$ cat src/design/iia_pkg.sv
package iia_pkg;

   localparam int TYPE_BITS   = 3;
   localparam int POS_BITS    = 7;
   localparam int VALUE_BITS  = 32;
   localparam int COUNT_BITS  = 7;
   localparam int STATUS_BITS = 2;

   // Cells whose read taps are combined in one register of the read tree.
   localparam int GROUP_SIZE = 32;

   typedef enum logic [TYPE_BITS-1:0] {
      REQ_ADD_END      = 3'd0,
      REQ_ADD_START    = 3'd1,
      REQ_INSERT       = 3'd2,
      REQ_REMOVE_END   = 3'd3,
      REQ_REMOVE_START = 3'd4,
      REQ_REMOVE_AT    = 3'd5,
      REQ_READ         = 3'd6
   } req_code_type;

   typedef enum logic [STATUS_BITS-1:0] {
      ST_OK    = 2'd0,
      ST_RANGE = 2'd1,
      ST_EMPTY = 2'd2,
      ST_FULL  = 2'd3
   } status_type;

   typedef struct packed {
      logic insert;
      logic remove;
      logic read;
   } cell_op_type;

endpackage

$ cat src/design/iia_ctrl.sv
module iia_ctrl #(
   parameter int CAPACITY = 64,
   parameter int IDX_W    = 6,
   parameter int CNT_W    = 7
) (
   input  logic                            clock,
   input  logic                            reset,
   input  logic                            accept,
   input  logic [iia_pkg::TYPE_BITS-1:0]   req_type,
   input  logic [iia_pkg::POS_BITS-1:0]    position,
   output iia_pkg::cell_op_type            op,
   output logic [IDX_W-1:0]                pos,
   output iia_pkg::status_type             status,
   output logic [CNT_W-1:0]                count_cur,
   output logic [CNT_W-1:0]                count_next
);

   localparam int CMP_W = (CNT_W > iia_pkg::POS_BITS) ? CNT_W : iia_pkg::POS_BITS;

   logic [CNT_W-1:0]     count_ff;
   logic [CNT_W-1:0]     count_in;
   logic [CMP_W-1:0]     cnt_x;
   logic [CMP_W-1:0]     pos_x;
   logic [CMP_W-1:0]     target;
   logic                 full;
   logic                 empty;
   logic                 grow;
   logic                 shrink;
   iia_pkg::cell_op_type op_raw;

   assign cnt_x = CMP_W'(count_ff);
   assign pos_x = CMP_W'(position);
   assign full  = (count_ff == CNT_W'(CAPACITY));
   assign empty = (count_ff == '0);

   always_comb begin
      op_raw = '0;
      target = '0;
      status = iia_pkg::ST_OK;
      grow   = 1'b0;
      shrink = 1'b0;
      case (iia_pkg::req_code_type'(req_type))
         iia_pkg::REQ_ADD_END: begin
            if (full) begin
               status = iia_pkg::ST_FULL;
            end else begin
               op_raw.insert = 1'b1;
               target        = cnt_x;
               grow          = 1'b1;
            end
         end
         iia_pkg::REQ_ADD_START: begin
            if (full) begin
               status = iia_pkg::ST_FULL;
            end else begin
               op_raw.insert = 1'b1;
               grow          = 1'b1;
            end
         end
         iia_pkg::REQ_INSERT: begin
            if (pos_x > cnt_x) begin
               status = iia_pkg::ST_RANGE;
            end else if (full) begin
               status = iia_pkg::ST_FULL;
            end else begin
               op_raw.insert = 1'b1;
               target        = pos_x;
               grow          = 1'b1;
            end
         end
         iia_pkg::REQ_REMOVE_END: begin
            if (empty) begin
               status = iia_pkg::ST_EMPTY;
            end else begin
               shrink = 1'b1;
            end
         end
         iia_pkg::REQ_REMOVE_START: begin
            if (empty) begin
               status = iia_pkg::ST_EMPTY;
            end else begin
               op_raw.remove = 1'b1;
               shrink        = 1'b1;
            end
         end
         iia_pkg::REQ_REMOVE_AT: begin
            if (pos_x >= cnt_x) begin
               status = iia_pkg::ST_RANGE;
            end else begin
               op_raw.remove = 1'b1;
               target        = pos_x;
               shrink        = 1'b1;
            end
         end
         iia_pkg::REQ_READ: begin
            if (pos_x >= cnt_x) begin
               status = iia_pkg::ST_RANGE;
            end else begin
               op_raw.read = 1'b1;
               target      = pos_x;
            end
         end
         default: begin
         end
      endcase
   end

   assign op.insert = accept & op_raw.insert;
   assign op.remove = accept & op_raw.remove;
   assign op.read   = accept & op_raw.read;
   assign pos       = IDX_W'(target);

   always_comb begin
      count_in = count_ff;
      if (accept && grow) begin
         count_in = count_ff + CNT_W'(1);
      end else if (accept && shrink) begin
         count_in = count_ff - CNT_W'(1);
      end
   end

   always_ff @(posedge clock) begin
      if (reset) begin
         count_ff <= '0;
      end else begin
         count_ff <= count_in;
      end
   end

   assign count_cur  = count_ff;
   assign count_next = count_in;

endmodule

$ cat config.mk
export PLATFORM = sky130hd
export DESIGN_NAME = iia_ctrl
export DESIGN_NICKNAME = d
export VERILOG_FILES = /design/src/design/iia_pkg.sv /design/src/design/iia_ctrl.sv
export SDC_FILE = /design/constraint.sdc
export NUM_CORES = 1
export LEC_CHECK = 0
export BUFFER_PORTS_ARGS = -buffer_cell sky130_fd_sc_hd__buf_2
export CAP_MARGIN = 20
export CORE_MARGIN = 1
export CORE_UTILIZATION = 51
export CTS_BUF_LIST = sky130_fd_sc_hd__clkbuf_4 sky130_fd_sc_hd__clkbuf_8
export DETAILED_ROUTE_END_ITERATION = 8
export PLACE_DENSITY = 0.79
export SLEW_MARGIN = 20
export SYNTH_ARGS = -nofsm -noshare
export SYNTH_HDL_FRONTEND = slang
export SYNTH_SLANG_ARGS = --single-unit
$ cat constraint.sdc
create_clock -name clock -period 4.4 [get_ports clock]
set_input_delay 0.22 -clock clock [delete_from_list [all_inputs] [get_ports clock]]
set_output_delay 0.22 -clock clock [all_outputs]
set_load 0.03 [all_outputs]
==> impl_results.md <==
* Status: finished, final reports clean
* Critical Path RT at 4180 ps
* Count leader, synth: nor2_1
* Clock latency on the worst-skew pair at 260 ps
* Gpl congestion at 0.920
* Post-CTS Hold Buffers at 0
* Layout cells sized above 1 at 31.1%
* Internal at 0.250 mW
* Combinational Power Share at 68.4%
* Max Cap Viol at 0
* Die footprint at 2170 µm²
* Post-synth top cells: nor2_1, inv_1, ha_1, a21oi_1, dfxtp_1
* Data arrival time of the worst path at 2920 ps
* Cell Area, Synth at 1010 µm²
* Critical R2R Launch: count_cur[6]
* Chip Width at 46.6 µm
* Area growth, synth to finish at 21.5%
* Min-delay worst type: in2reg
* Clock power frac at 12.4%
* Main synth FF type: dfxtp_1
* Vias per cell at 5.84
* Synth area leaders: dfxtp_1, ha_1, nor2_1
* Sw Ratio at 53.5%
* Synth warn at 0
* Largest net degree at the start of global routing at 15
* Slew Limit Fails at 0
* CP startpoint kind: flop
* Largest register FFs at 7
* Avg WL per Cell at 14.3 µm
* Final setup skew at 2.39 ps
* Path type of the worst setup path: reg2out
* Worst reg-to-reg path cell count at 8
* ANT cells at 0
* Syn_nets at 150
* Synth area leader: dfxtp_1
* Die Y at 46.6 µm
* Port-buffer cells at 37
* Initial antenna violation count at 0
* Hpwl dp at 2170 µm
* Vias at 1103
* Final worst setup slack at 1260 ps
* Synthesized instance count at 128
* Final ANT Viol Nets at 0
* Register-to-register setup slack at 1740 ps
* Cell with the largest stage delay on the worst path: dfxtp_1
* Initial Util at 56.3%
* Core area at 1800 µm²
* Peak supply drop at 280 µV
* Root buf cell: clkbuf_4
* Synthesized flop and latch total at 7
* CTS Buf Count at 3
* Reg clk slew, reported paths at 50 ps
* Post-Syn Area per Cell at 7.92 µm²
* Max Freq at 0.318 GHz
* Placement row count at 15
* Yosys cell types at 45
* CTS tree: done
* CP max FO at 10
* DRC at 0
* Relative slew slack at 61.0%
* DR iter-0 viols at 43
* Filler cells at 154
* Tot GR Track Use at 26.7%
* Vias in the first global route at 963
* PD cells at 437 nW/µm²
* Yosys top cell area share at 13.8%
* Setup total negative slack at 0 ps
* Number of cells on the worst hold path at 2
* Slew @ Worst Pin at 581 ps
* Congestion Overflow GR at 0
* Sink Count at 7
* Flop pwr share at 19.2%
* Final Hold Viols at 0
* Fin crit share at 71.4%
* Clock Tree Buf Depth at 2
* Leak at 0.586 nW
* Slowest stage delay, CP at 510 ps
* Async SR Flop Fraction at 0%
* EDFF count, synth at 0
* CP endpoint kind: output pin
* PostCTS Resize Cnt at 0
* I/O Pins at 38
* Final nets at 187
* Min-delay src: reset
* H-tree depth at 1
* DR pass1 iterations at 4
* Net switching power figure at 0.288 mW
* Sequential share of the synthesized area at 13.8%
* Final min period at 3140 ps
* Pre-CTS setup slack at 1600 ps
* CP Cell Sequence: ha_1 -> nand2b_1 -> a211o_1 -> a21oi_1 -> nand2_1 -> o22ai_1 -> a22o_1 -> buf_2
* Drt total wl at 2710 µm
* # setup viols final at 0
* Unrepaired setup endpoints after global routing: no
* Hold Path Sink: count_cur[1]
* FF-to-FF End: count_cur[6]
* Postcts setup bufs at 0
* First-pass GRT wire length at 4110 µm
==> routing by layer <==
metal | up-vias | part of all wire [%] | GRT usage (%)
li1 | 546 | - | -
met4 | 0 | 1.1 | 8.82
met1 | 504 | 44 | 30.0
met3 | 5 | 5.6 | 5.49
met2 | 48 | 50 | 48.6
met5 | - | 0 | 0
==> power by group through the flow <==
stage | Combinational [mW] | Sequential [mW] | Clock, mW
after global placement | 0.358 | 0.104 | 0
after CTS | 0.367 | 0.103 | 0.0695
after detailed placement | 0.366 | 0.104 | 0
final | 0.368 | 0.103 | 0.0668
after floorplan | 0.261 | 0.121 | 0
after global routing | 0.397 | 0.106 | 0.0737
==> worst max-delay path by stage <==
stage | cells after the start | end | start | slack [ps]
finish | 8 | pos[5] | count_cur[0] | 1260
floorplan | 9 | count_next[3] | count_cur[6] | 1420
global route | 9 | pos[5] | count_cur[6] | 1060
global placement | 8 | pos[5] | count_cur[0] | 1640
detailed placement | 9 | pos[4] | count_cur[6] | 1600
CTS | 8 | pos[1] | count_cur[0] | 1320
==> final cells by class <==
class,count,area (µm²),share of cell area (%)
Multi-Input combinational cell,104,800,64.9
Timing Repair Buffer,37,185,15.0
Sequential cell,7,140,11.4
Tap cell,25,31.3,2.54
Clock buffer,4,30.0,2.44
Inverter,12,45.0,3.66
==> through the flow <==
stage | area, µm² | utilization (%) | hold WS, ps | instances | total power, mW
final | 1230 | 68.3 | 297 | 189 | 0.539
after global routing | 1230 | 68.3 | 307 | 189 | 0.576
after CTS | 1230 | 68.3 | 289 | 189 | 0.539
after detailed placement | 1200 | 66.7 | 565 | 185 | 0.470
after global placement | 1200 | 66.7 | 559 | 185 | 0.462
after floorplan | 1010 | - | 428 | 128 | 0.382
==> critical path, delay by kind of cell (launching register included) <==
kind,cells,cell delay (ps)
AOI/OAI and AO/OA,4,1350
adders and majority gates,1,310
buffers and inverters,1,200
and+or+nand+nor,2,290
DFF,1,510
==> cell usage in the layout (no fill, tap or decap), types with 2 or more instances in the layout <==
master,instances
a211o_1,2
a21oi_1,7
a22o_1,6
buf_2,37
clkbuf_4,4
dfxtp_1,7
ha_1,9
inv_1,12
mux2_1,5
nand2_1,6
nand2b_1,4
nand3_1,4
nand3b_1,5
nand4_1,2
nor2_1,16
nor3_1,4
o21ai_0,2
o22a_1,2
o22ai_1,2
xnor2_1,6
==> kinds of logic after synthesis <==
| logic type | share of synthesized area [%] |
|---|---|
| flip-flops | 13.8 |
| AO/OA/AOI/OAI | 31.5 |
| multiplexers | 5.56 |
| buffers and inverters | 7.28 |
| adder cells (fa/ha/maj) | 11.1 |
| XOR/XNOR | 5.19 |
| AND/OR/NAND/NOR | 25.6 |
Power figures use the tool's default switching activity.
