[config.mk]
export PLATFORM = sky130hd
export DESIGN_NAME = iia_cell
export DESIGN_NICKNAME = d
export VERILOG_FILES = /design/src/design/iia_pkg.sv /design/src/design/iia_cell.sv
export SDC_FILE = /design/constraint.sdc
export NUM_CORES = 1
export LEC_CHECK = 0
export ABC_CLOCK_PERIOD_IN_PS = 3400
export BUFFER_PORTS_ARGS = -buffer_cell sky130_fd_sc_hd__clkbuf_2
export CELL_PAD_IN_SITES_DETAIL_PLACEMENT = 1
export CELL_PAD_IN_SITES_GLOBAL_PLACEMENT = 1
export CORE_ASPECT_RATIO = 0.75
export CORE_MARGIN = 5
export CORE_UTILIZATION = 28
export DETAILED_ROUTE_END_ITERATION = 8
export GPL_ROUTABILITY_DRIVEN = 0
export GPL_TIMING_DRIVEN = 0
export HOLD_SLACK_MARGIN = 0.06
export PLACE_DENSITY = 0.83
export SYNTH_ARGS = -nofsm -noshare
export SYNTH_HDL_FRONTEND = slang
export SYNTH_SLANG_ARGS = --single-unit
[constraint.sdc]
create_clock -name clock -period 3.4 [get_ports clock]
set_input_delay 0.51 -clock clock [delete_from_list [all_inputs] [get_ports clock]]
set_output_delay 0.51 -clock clock [all_outputs]
set_load 0.005 [all_outputs]
[src/design/iia_pkg.sv]
package iia_pkg;

   localparam int TYPE_BITS   = 3;
   localparam int POS_BITS    = 7;
   localparam int VALUE_BITS  = 32;
   localparam int COUNT_BITS  = 7;
   localparam int STATUS_BITS = 2;

   // Cells whose read taps are combined in one register of the read tree.
   localparam int GROUP_SIZE = 32;

   typedef enum logic [TYPE_BITS-1:0] {
      REQ_ADD_END      = 3'd0,
      REQ_ADD_START    = 3'd1,
      REQ_INSERT       = 3'd2,
      REQ_REMOVE_END   = 3'd3,
      REQ_REMOVE_START = 3'd4,
      REQ_REMOVE_AT    = 3'd5,
      REQ_READ         = 3'd6
   } req_code_type;

   typedef enum logic [STATUS_BITS-1:0] {
      ST_OK    = 2'd0,
      ST_RANGE = 2'd1,
      ST_EMPTY = 2'd2,
      ST_FULL  = 2'd3
   } status_type;

   typedef struct packed {
      logic insert;
      logic remove;
      logic read;
   } cell_op_type;

endpackage

[src/design/iia_cell.sv]
module iia_cell #(
   parameter int INDEX     = 0,
   parameter int IDX_W     = 6,
   parameter int WORD_BITS = 32
) (
   input  logic                 clock,
   input  iia_pkg::cell_op_type op,
   input  logic [IDX_W-1:0]     pos,
   input  logic [WORD_BITS-1:0] new_word,
   input  logic [WORD_BITS-1:0] left_word,
   input  logic [WORD_BITS-1:0] right_word,
   output logic [WORD_BITS-1:0] word_ff,
   output logic [WORD_BITS-1:0] rd_word
);

   localparam logic [IDX_W-1:0] MY_IDX = IDX_W'(INDEX);

   logic [WORD_BITS-1:0] word_in;

   always_comb begin
      word_in = word_ff;
      if (op.insert && (MY_IDX > pos)) begin
         word_in = left_word;
      end else if (op.insert && (MY_IDX == pos)) begin
         word_in = new_word;
      end else if (op.remove && (MY_IDX >= pos)) begin
         word_in = right_word;
      end
   end

   always_ff @(posedge clock) begin
      word_ff <= word_in;
   end

   assign rd_word = (op.read && (MY_IDX == pos)) ? word_ff : '0;

endmodule

==> reports/qor.csv, run 1 <==
stage;metric;value;unit
run_status;status;completed;
grt;antenna_found_initial;0;
timing;worstMarginPinSlew;1.26;ns
setup_path;crit_path_top_delay_cell;nor4_4;
finish;antenna_cells;0;
setup_path;critPathLaunchType;input pin;
pwr;ir_worst_vdd;0.205;mV
timing;finalSetupTns;0;ns
setup_path;crit_type;in -> out;
timing;finalCritPeriodShare;0.683;
synth;avgSynthCellArea;16.3;um2
detailed_routing;detail-route-antenna-nets;0;
min_path;min_path_type;in -> reg;
cts;htree_levels;2;
synth;synthesis.nets;213;
timing;relSlewSlack;0.161;
die;die_area;7910;um2
synth;netlist-cell-type-count;11;
timing;drv_slew;0;
synth;synth_cells;107;
cts;clkTransAtPathRegs;0.07;ns
finish;n_fill_cell;671;
timing;rsz0062_at_grt;false;
die;rows;24;
grt;gr-total-overflow;0;
finish;largest_reg_flops;32;
timing;min_period;2.32;ns
finish;nNetsFinal;357;
die;pin_count;170;
detailed_routing;wl_per_cell;15.4;um
setup_path;path_delay_family;simple AND/OR/NAND/NOR gates;
die;start_util;0.294;
detailed_routing;wl;5070;um
placed_design;io_buffers;137;
synth;synth_area;1740;um2
detailed_routing;drc_errors;0;
detailed_routing;vias;1401;
min_path;worstHoldStart;new_word[29];
timing;hold_viol_final;0;
detailed_routing;routed_via_density;4.25;
setup_path;cp.required;2.89;ns
setup_path;critPathMaxFanout;10;
grt;grt_pass1_vias;1567;
setup_path;cp_cell_sequence;clkbuf_2 -> nor4_4 -> and3_1 -> clkbuf_2 -> and2_1 -> clkbuf_2;
cts;cts_buffers;5;
cts;clk_path_buf_depth;2;
finish;top_register;word_ff;
grt;grt_pass1_wl;7550;um
pwr;leakagePower;1.38;nW
cts;cts_resized;0;
setup_path;max_stage_delay;0.38;ns
die;die_w;101;um
detailed_routing;drtIter0Drc;15;
finish;reg_top3;word_ff: 32 flops;
flow_run;cap_viol_max_count;0;
pwr;p_per_area;336;nW/um2
placed_design;place_hpwl;4270;um
cts;cts_hold_buffers;0;
cts;post_cts_buffers;0;
cts;clockRootBuffer;clkbuf_8;
min_path;whs_path_depth;2;
setup_path;cp_num_buf_inv;3;
grt;grt_util_all_layers;0.123;
setup_path;crit_top_cell;clkbuf_2;
grt;grt_max_degree;33;
timing;fmax;431;MHz
die;core;5920;um2
setup_path;worstSetupPathDepth;6;
synth;yosysSeqAreaShare;0.552;
synth;ys_seq_elements;32;
setup_path;timing.critical_path.from;pos[5];
detailed_routing;drtPass1Iterations;3;
synth;yosys_warnings;0;
setup_path;cp.arrival;1.81;ns
timing;hold_slack;0.532;ns
die;fp.dieH;78.3;um
timing;finalSetupViolCount;0;
setup_path;endpoint_kind;output port;
finish;drive_above_1_share;0.730;
cts;cts_tree;yes;
finish;areaGrowthSynthToFinish;51.1;%
cts;clock-sinks;32;
-- area by class of cell --
class	count	area, um2	area share
clock buffer	6	72.6	0.0276
clock inverter	2	35.0	0.0133
sequential	32	961	0.365
buffer	6	48.8	0.0185
timing repair buffer	137	686	0.260
multi-input combinational	69	732	0.278
tap	78	97.6	0.0371
-- routing by layer --
metal  up-vias  share of wire  global-route usage
li1        674              -                   -
met1       650           0.37               0.131
met2        75           0.52               0.236
met3         2          0.097              0.0337
met4         0         0.0083              0.0319
met5         -              0                   0
-- cells in the final DEF, fill, tap and decap left out, types with 2 or more instances in the layout --
cell type / n
and2_1: 32
mux2_4: 30
mux2_2: 2
clkbuf_2: 140
clkbuf_8: 5
buf_6: 3
edfxtp_1: 32
-- metrics by stage --
step	utilization	total power (W)	std cells	instance area (um2)	setup slack, ns
after floorplan	-	0.000484	107	1740	1.37
after global placement	0.427	0.000532	322	2520	0.928
after detailed placement	0.427	0.000536	322	2520	0.898
after CTS	0.445	0.000894	330	2630	1.02
after global routing	0.445	0.000927	330	2630	0.925
final	0.445	0.000884	330	2630	1.08
-- cell families after synthesis --
kind of cell,share of synthesized area
AOI/OAI and AO/OA,0.00575
buffers and inverters,0.0280
and+or+nand+nor,0.143
muxes,0.272
DFF,0.552
-- cell usage after synthesis --
master / count / area (um2)
mux2_4: 30 / 450
and2_1: 32 / 200
clkbuf_2: 3 / 15.0
and3_1: 1 / 6.26
buf_6: 3 / 33.8
mux2_2: 2 / 22.5
nor4_4: 1 / 21.3
o211a_1: 1 / 10.0
nand3_4: 1 / 17.5
nor2_1: 1 / 3.75
edfxtp_1: 32 / 961
-- power by group --
part | leakage [nW] | internal, W | total (W) | switching, W
clock network | 0.0552 | 0.000218 | 0.000357 | 0.000140
registers | 0.288 | 0.000438 | 0.000440 | 0.00000149
logic | 1.03 | 0.0000605 | 0.0000868 | 0.0000263
total | 1.38 | 0.000716 | 0.000884 | 0.000167
-- path summary, 6_finish.rpt --
path	endpoint	slack, ns
setup / recovery	rd_word[16]	1.08
hold / removal	word_ff[29]$_DFFE_PP_	0.53
Note: power is estimated with default switching activity, not from simulation.
==> run 2, diff against run 1 <==
ABC_AREA = 1   (was unset)
ABC_CLOCK_PERIOD_IN_PS = 2240   (was 3400)
CORE_UTILIZATION = 23   (was 28)
PLACE_DENSITY = 0.78   (was 0.83)
clock period = 2.24 ns   (was 3.4 ns; I/O delays follow)
==> run 2 against run 1 <==
Effect of this change: sequential share of layout area increased by 0.087 points; combinational power increased by 47%; worst hold slack got worse by 0.22 ns; worst setup slack got worse by 0.76 ns; sequential cell count unchanged.
==> reports/qor.csv, run 2 <==
stage;metric;value;unit
setup_path;critPathLaunchType;input pin;
finish;n_fill_cell;947;
detailed_routing;vias;1924;
timing;rsz0062_at_grt;false;
detailed_routing;drtPass1Iterations;4;
synth;synth_edf_count;32;
cts;cts_tree;yes;
finish;mostFrequentLayoutCell;clkbuf_2;
run_status;status;completed;
cts;htree_levels;2;
detailed_routing;routed_via_density;4.18;
setup_path;cp.arrival;1.84;ns
cts;post_cts_buffers;0;
min_path;min_path_type;in -> reg;
cts;cts_resized;1;
cts;clock-sinks;32;
die;core;7300;um2
die;die_area;9270;um2
synth;muxShareOfSynthArea;0;
detailed_routing;detail-route-antenna-nets;0;
timing;finalCritPeriodShare;0.860;
synth;synth-simple-area-share;0.332;
synth;synth-compound-area-share;0;
detailed_routing;drtIter0Drc;56;
synth;ys_top_cells_by_area;edfxtp_1, nand2_1, nand3_1;
synth;synth_cells;215;
synth;synth_top_family_by_area;simple AND/OR/NAND/NOR gates;
cts;clkTransAtPathRegs;0.07;ns
die;start_util;0.234;
synth;synth_top_area_frac;0.562;
setup_path;endpoint_kind;flip-flop;
cts;clockRootBuffer;clkbuf_8;
timing;relSlewSlack;0.480;
grt;grt_max_degree;33;
timing;finalSetupViolCount;0;
timing;setup_slack;0.314;ns
detailed_routing;wl;6410;um
placed_design;dp_slack;-0.521;ns
synth;yosysTopAreaCell;edfxtp_1;
finish;layout_common_cells;clkbuf_2, nand2_1, nor2_1;
synth;synthAdderAreaFrac;0;
setup_path;crit_type;in -> reg;
synth;yosys_warnings;0;
flow_run;cap_viol_max_count;0;
synth;avgSynthCellArea;7.95;um2
setup_path;cp.required;2.15;ns
finish;largest_reg_flops;32;
die;pin_count;170;
synth;yosysSeqAreaShare;0.562;
pwr;ir_worst_vdd;0.228;mV
timing;min_period;1.93;ns
timing;fmax;519;MHz
placed_design;io_buffers;136;
timing;hold_viol_final;0;
cts;clk_path_buf_depth;2;
synth;synth_area;1710;um2
setup_path;critPathMaxFanout;32;
finish;antenna_cells;0;
pwr;p_per_area;518;nW/um2
synth;async_flop_share;0;
grt;gr-total-overflow;0;
finish;areaGrowthSynthToFinish;53.7;%
synth;synthesis.nets;321;
placed_design;place_hpwl;5100;um
detailed_routing;drc_errors;0;
finish;drive_above_1_share;0.429;
die;rows;27;
grt;grt_pass1_wl;9900;um
timing;drv_slew;0;
synth;netlist-cell-type-count;12;
timing;worstMarginPinSlew;0.778;ns
die;fp.dieH;84.7;um
finish;nNetsFinal;464;
cts;cts_buffers;5;
timing;hold_slack;0.315;ns
grt;grt_pass1_vias;2027;
die;die_w;110;um
cts;cts_hold_buffers;0;
pwr;leakagePower;1.49;nW
synth;yosys_most_used_dff;edfxtp_1;
synth;synth-xor-area-share;0;
grt;antenna_found_initial;0;
finish;top_register;word_ff;
finish;reg_top3;word_ff: 32 flops;
synth;ys_seq_elements;32;
synth;yosysMostFrequentCell;nand2_1;
grt;grt_util_all_layers;0.137;
detailed_routing;wl_per_cell;13.9;um
synth;netlist_top_cells_count;nand2_1, nor2_1, edfxtp_1, inv_1, nand3_1;
## run 2: cell types whose count changed after synthesis, sizes merged, moves of 3 or more
cell,change
and2,-32
buf,+3
clkbuf,+4
inv,+33
mux2,-32
nand2,+68
nand3,+31
nor2,+35
## run 2: final timing paths
| kind | start | endpoint | slack, ns | depth (start not counted) |
|---|---|---|---|---|
| max | pos[5] | word_ff[9]$_DFFE_PP_ | 0.31 | 5 |
| min | right_word[0] | word_ff[0]$_DFFE_PP_ | 0.32 | 3 |
## run 2: cell type report
cell class,count,area (um2),area share
multi-input combinational,137,569,0.217
inverter,33,124,0.0472
sequential,32,961,0.366
clock buffer,6,72.6,0.0276
tap,101,126,0.0481
clock inverter,2,35.0,0.0133
buffer,13,57.6,0.0219
timing repair buffer,136,681,0.259
## run 2: stage by stage
step	setup TNS, ns	instances	power, W	utilization	area (um2)
4_1_cts	0	460	0.00138	0.360	2630
3_3_place_gp	-15.45	452	0.000809	0.345	2520
3_5_place_dp	-16.61	452	0.000816	0.345	2520
5_1_grt	0	460	0.00142	0.360	2630
6_report	0	460	0.00136	0.360	2630
2_1_floorplan	0	215	0.000729	-	1710
## run 2: per-layer routing
layer | track usage | vias to the layer above | routed length [um]
met5 | 0 | - | 0
li1 | - | 951 | -
met1 | 0.153 | 887 | 2560
met3 | 0.0492 | 8 | 550
met4 | 0.0306 | 0 | 53
met2 | 0.247 | 78 | 3250
## run 2: kinds of logic (layout without fill, tap and decap cells)
family	after synthesis	count (layout)
DFF	32	32
and+or+nand+nor	137	137
buffers and inverters	46	190
## run 2: power breakdown
part	internal (W)	switching (W)
registers	0.000668	0.00000370
logic	0.0000664	0.0000618
clock network	0.000330	0.000231
total	0.00106	0.000296
## run 2: worst max-delay path, stage by stage
cell and delay (ns):
clkbuf_2 0.08, nor2_1 0.16, nand4_1 0.28, clkbuf_1 0.32
nand2_2 0.65
==> run 3, diff against run 2 <==
BUFFER_PORTS_ARGS = unset   (was -buffer_cell sky130_fd_sc_hd__clkbuf_2)
CORE_UTILIZATION = 39   (was 23)
DONT_BUFFER_PORTS = 1   (was unset)
PLACE_DENSITY = 0.74   (was 0.78)
==> run 3 against run 2 <==
Effect of this change: worst hold slack got worse by 0.074 ns; critical path depth fell by 1; first-iteration DRC count rose by 23%; die area fell by 37%; cell count fell by 40%.
==> reports/qor.csv, run 3 (synthesized netlist as in run 2, its figures left out) <==
stage;metric;value;unit
placed_design;io_buffers;0;
setup_path;cp_cell_sequence;nor2_1 -> nand4_1 -> clkbuf_1 -> nand2_2;
timing;hold_viol_final;0;
die;die_area;5820;um2
cts;clock-sinks;32;
timing;finalCritPeriodShare;0.835;
grt;gr-usage-met3;0.0549;
finish;layout_common_cells;nand2_1, nor2_1, nand3_1, inv_1, edfxtp_1;
setup_path;critPathLaunchType;input pin;
timing;finalSetupViolCount;0;
die;start_util;0.411;
setup_path;critPathMaxFanout;32;
finish;areaGrowthSynthToFinish;8.86;%
detailed_routing;routed_via_density;5.15;
min_path;min_path_type;in -> reg;
detailed_routing;drc_errors;0;
cts;clkTransAtPathRegs;0.07;ns
pwr;power;0.00115;W
grt;grt_util_all_layers;0.168;
cts;post_cts_buffers;0;
finish;fin_area;1860;um2
finish;n_fill_cell;515;
setup_path;worstSetupPathDepth;4;
detailed_routing;wl_per_cell;18.0;um
setup_path;path_delay_family;simple AND/OR/NAND/NOR gates;
finish;nNetsFinal;328;
finish;antenna_cells;0;
finish;largest_reg_flops;32;
pwr;p_per_area;616;nW/um2
grt;top_usage_layer;met2;
min_path;whs_path_depth;2;
timing;relSlewSlack;0.480;
finish;top_register;word_ff;
timing;rsz0062_at_grt;false;
detailed_routing;wl;5010;um
die;core;4150;um2
grt;grt_max_degree;33;
timing;setup_slack;0.370;ns
setup_path;crit_path_top_delay_cell;nand2_2;
setup_path;cp.required;2.15;ns
grt;grt_pass1_wl;7470;um
flow_run;cap_viol_max_count;0;
cts;clk_path_buf_depth;2;
grt;antenna_found_initial;0;
setup_path;endpoint_kind;flip-flop;
die;rows;20;
detailed_routing;vias;1431;
timing;drv_slew;0;
detailed_routing;drtPass1Iterations;4;
placed_design;dpl_cell_area;1780;um2
die;die_w;86.4;um
pwr;ir_worst_vdd;0.346;mV
cts;cts_buffers;5;
timing;hold_slack;0.241;ns
grt;met2_usage;0.306;
timing;fmax;535;MHz
detailed_routing;detail-route-antenna-nets;0;
die;pin_count;170;
timing;finalSetupTns;0;ns
run_status;status;completed;
die;fp.dieH;67.3;um
detailed_routing;drtIter0Drc;69;
placed_design;dp_slack;-0.444;ns
grt;gr-total-overflow;0;
finish;mostFrequentLayoutCell;nand2_1;
finish;drive_above_1_share;0.0717;
cts;cts_tree;yes;
setup_path;cp.arrival;1.78;ns
grt;grt_pass1_vias;1566;
timing;min_period;1.87;ns
setup_path;cp_num_buf_inv;1;
cts;clockRootBuffer;clkbuf_8;
finish;reg_top3;word_ff: 32 flops;
setup_path;crit_type;in -> reg;
placed_design;place_hpwl;3910;um
timing;worstMarginPinSlew;0.778;ns
grt;use_met1;0.189;
pwr;leakagePower;0.891;nW
cts;htree_levels;2;
setup_path;max_stage_delay;0.65;ns
## run 3: report_power, final
group	switching [W]	total, W	internal [W]	leakage [nW]
Clock	0.000199	0.000415	0.000216	0.0399
Combinational	0.0000391	0.0000570	0.0000179	0.564
Sequential	0.00000578	0.000674	0.000668	0.288
## run 3: what timing repair did
action	4_1_cts	5_1_grt
gates resized for setup	1	0
endpoints found under the setup margin	32	0
hold buffers	0	0
## run 3: stage by stage
| step | std cells | utilization |
|---|---|---|
| 2_1_floorplan | 215 | - |
| 5_1_grt | 278 | 0.448 |
| 3_3_place_gp | 270 | 0.428 |
| 4_1_cts | 278 | 0.448 |
| 3_5_place_dp | 270 | 0.428 |
| 6_report | 278 | 0.448 |
## run 3: worst paths after layout
kind / to / slack (ns) / from
min: word_ff[0]$_DFFE_PP_ / 0.24 / right_word[0]
max: word_ff[13]$_DFFE_PP_ / 0.37 / pos[5]
## run 3: layout make-up
cell class	instances	area, um2	area share
Sequential cell	32	961	0.516
Multi-Input combinational cell	137	569	0.306
Inverter	33	124	0.0666
Clock buffer	7	76.3	0.0410
Tap cell	55	68.8	0.0370
Buffer	13	57.6	0.0309
Clock inverter	1	3.75	0.00202
## run 3: routing by layer
metal  part of all wire  routed length, um  vias up
met1               0.38               1920      668
li1                   -                  -      681
met3               0.10                500        5
met2               0.51               2550       77
met4             0.0080                 40        0
met5                  0                  0        -
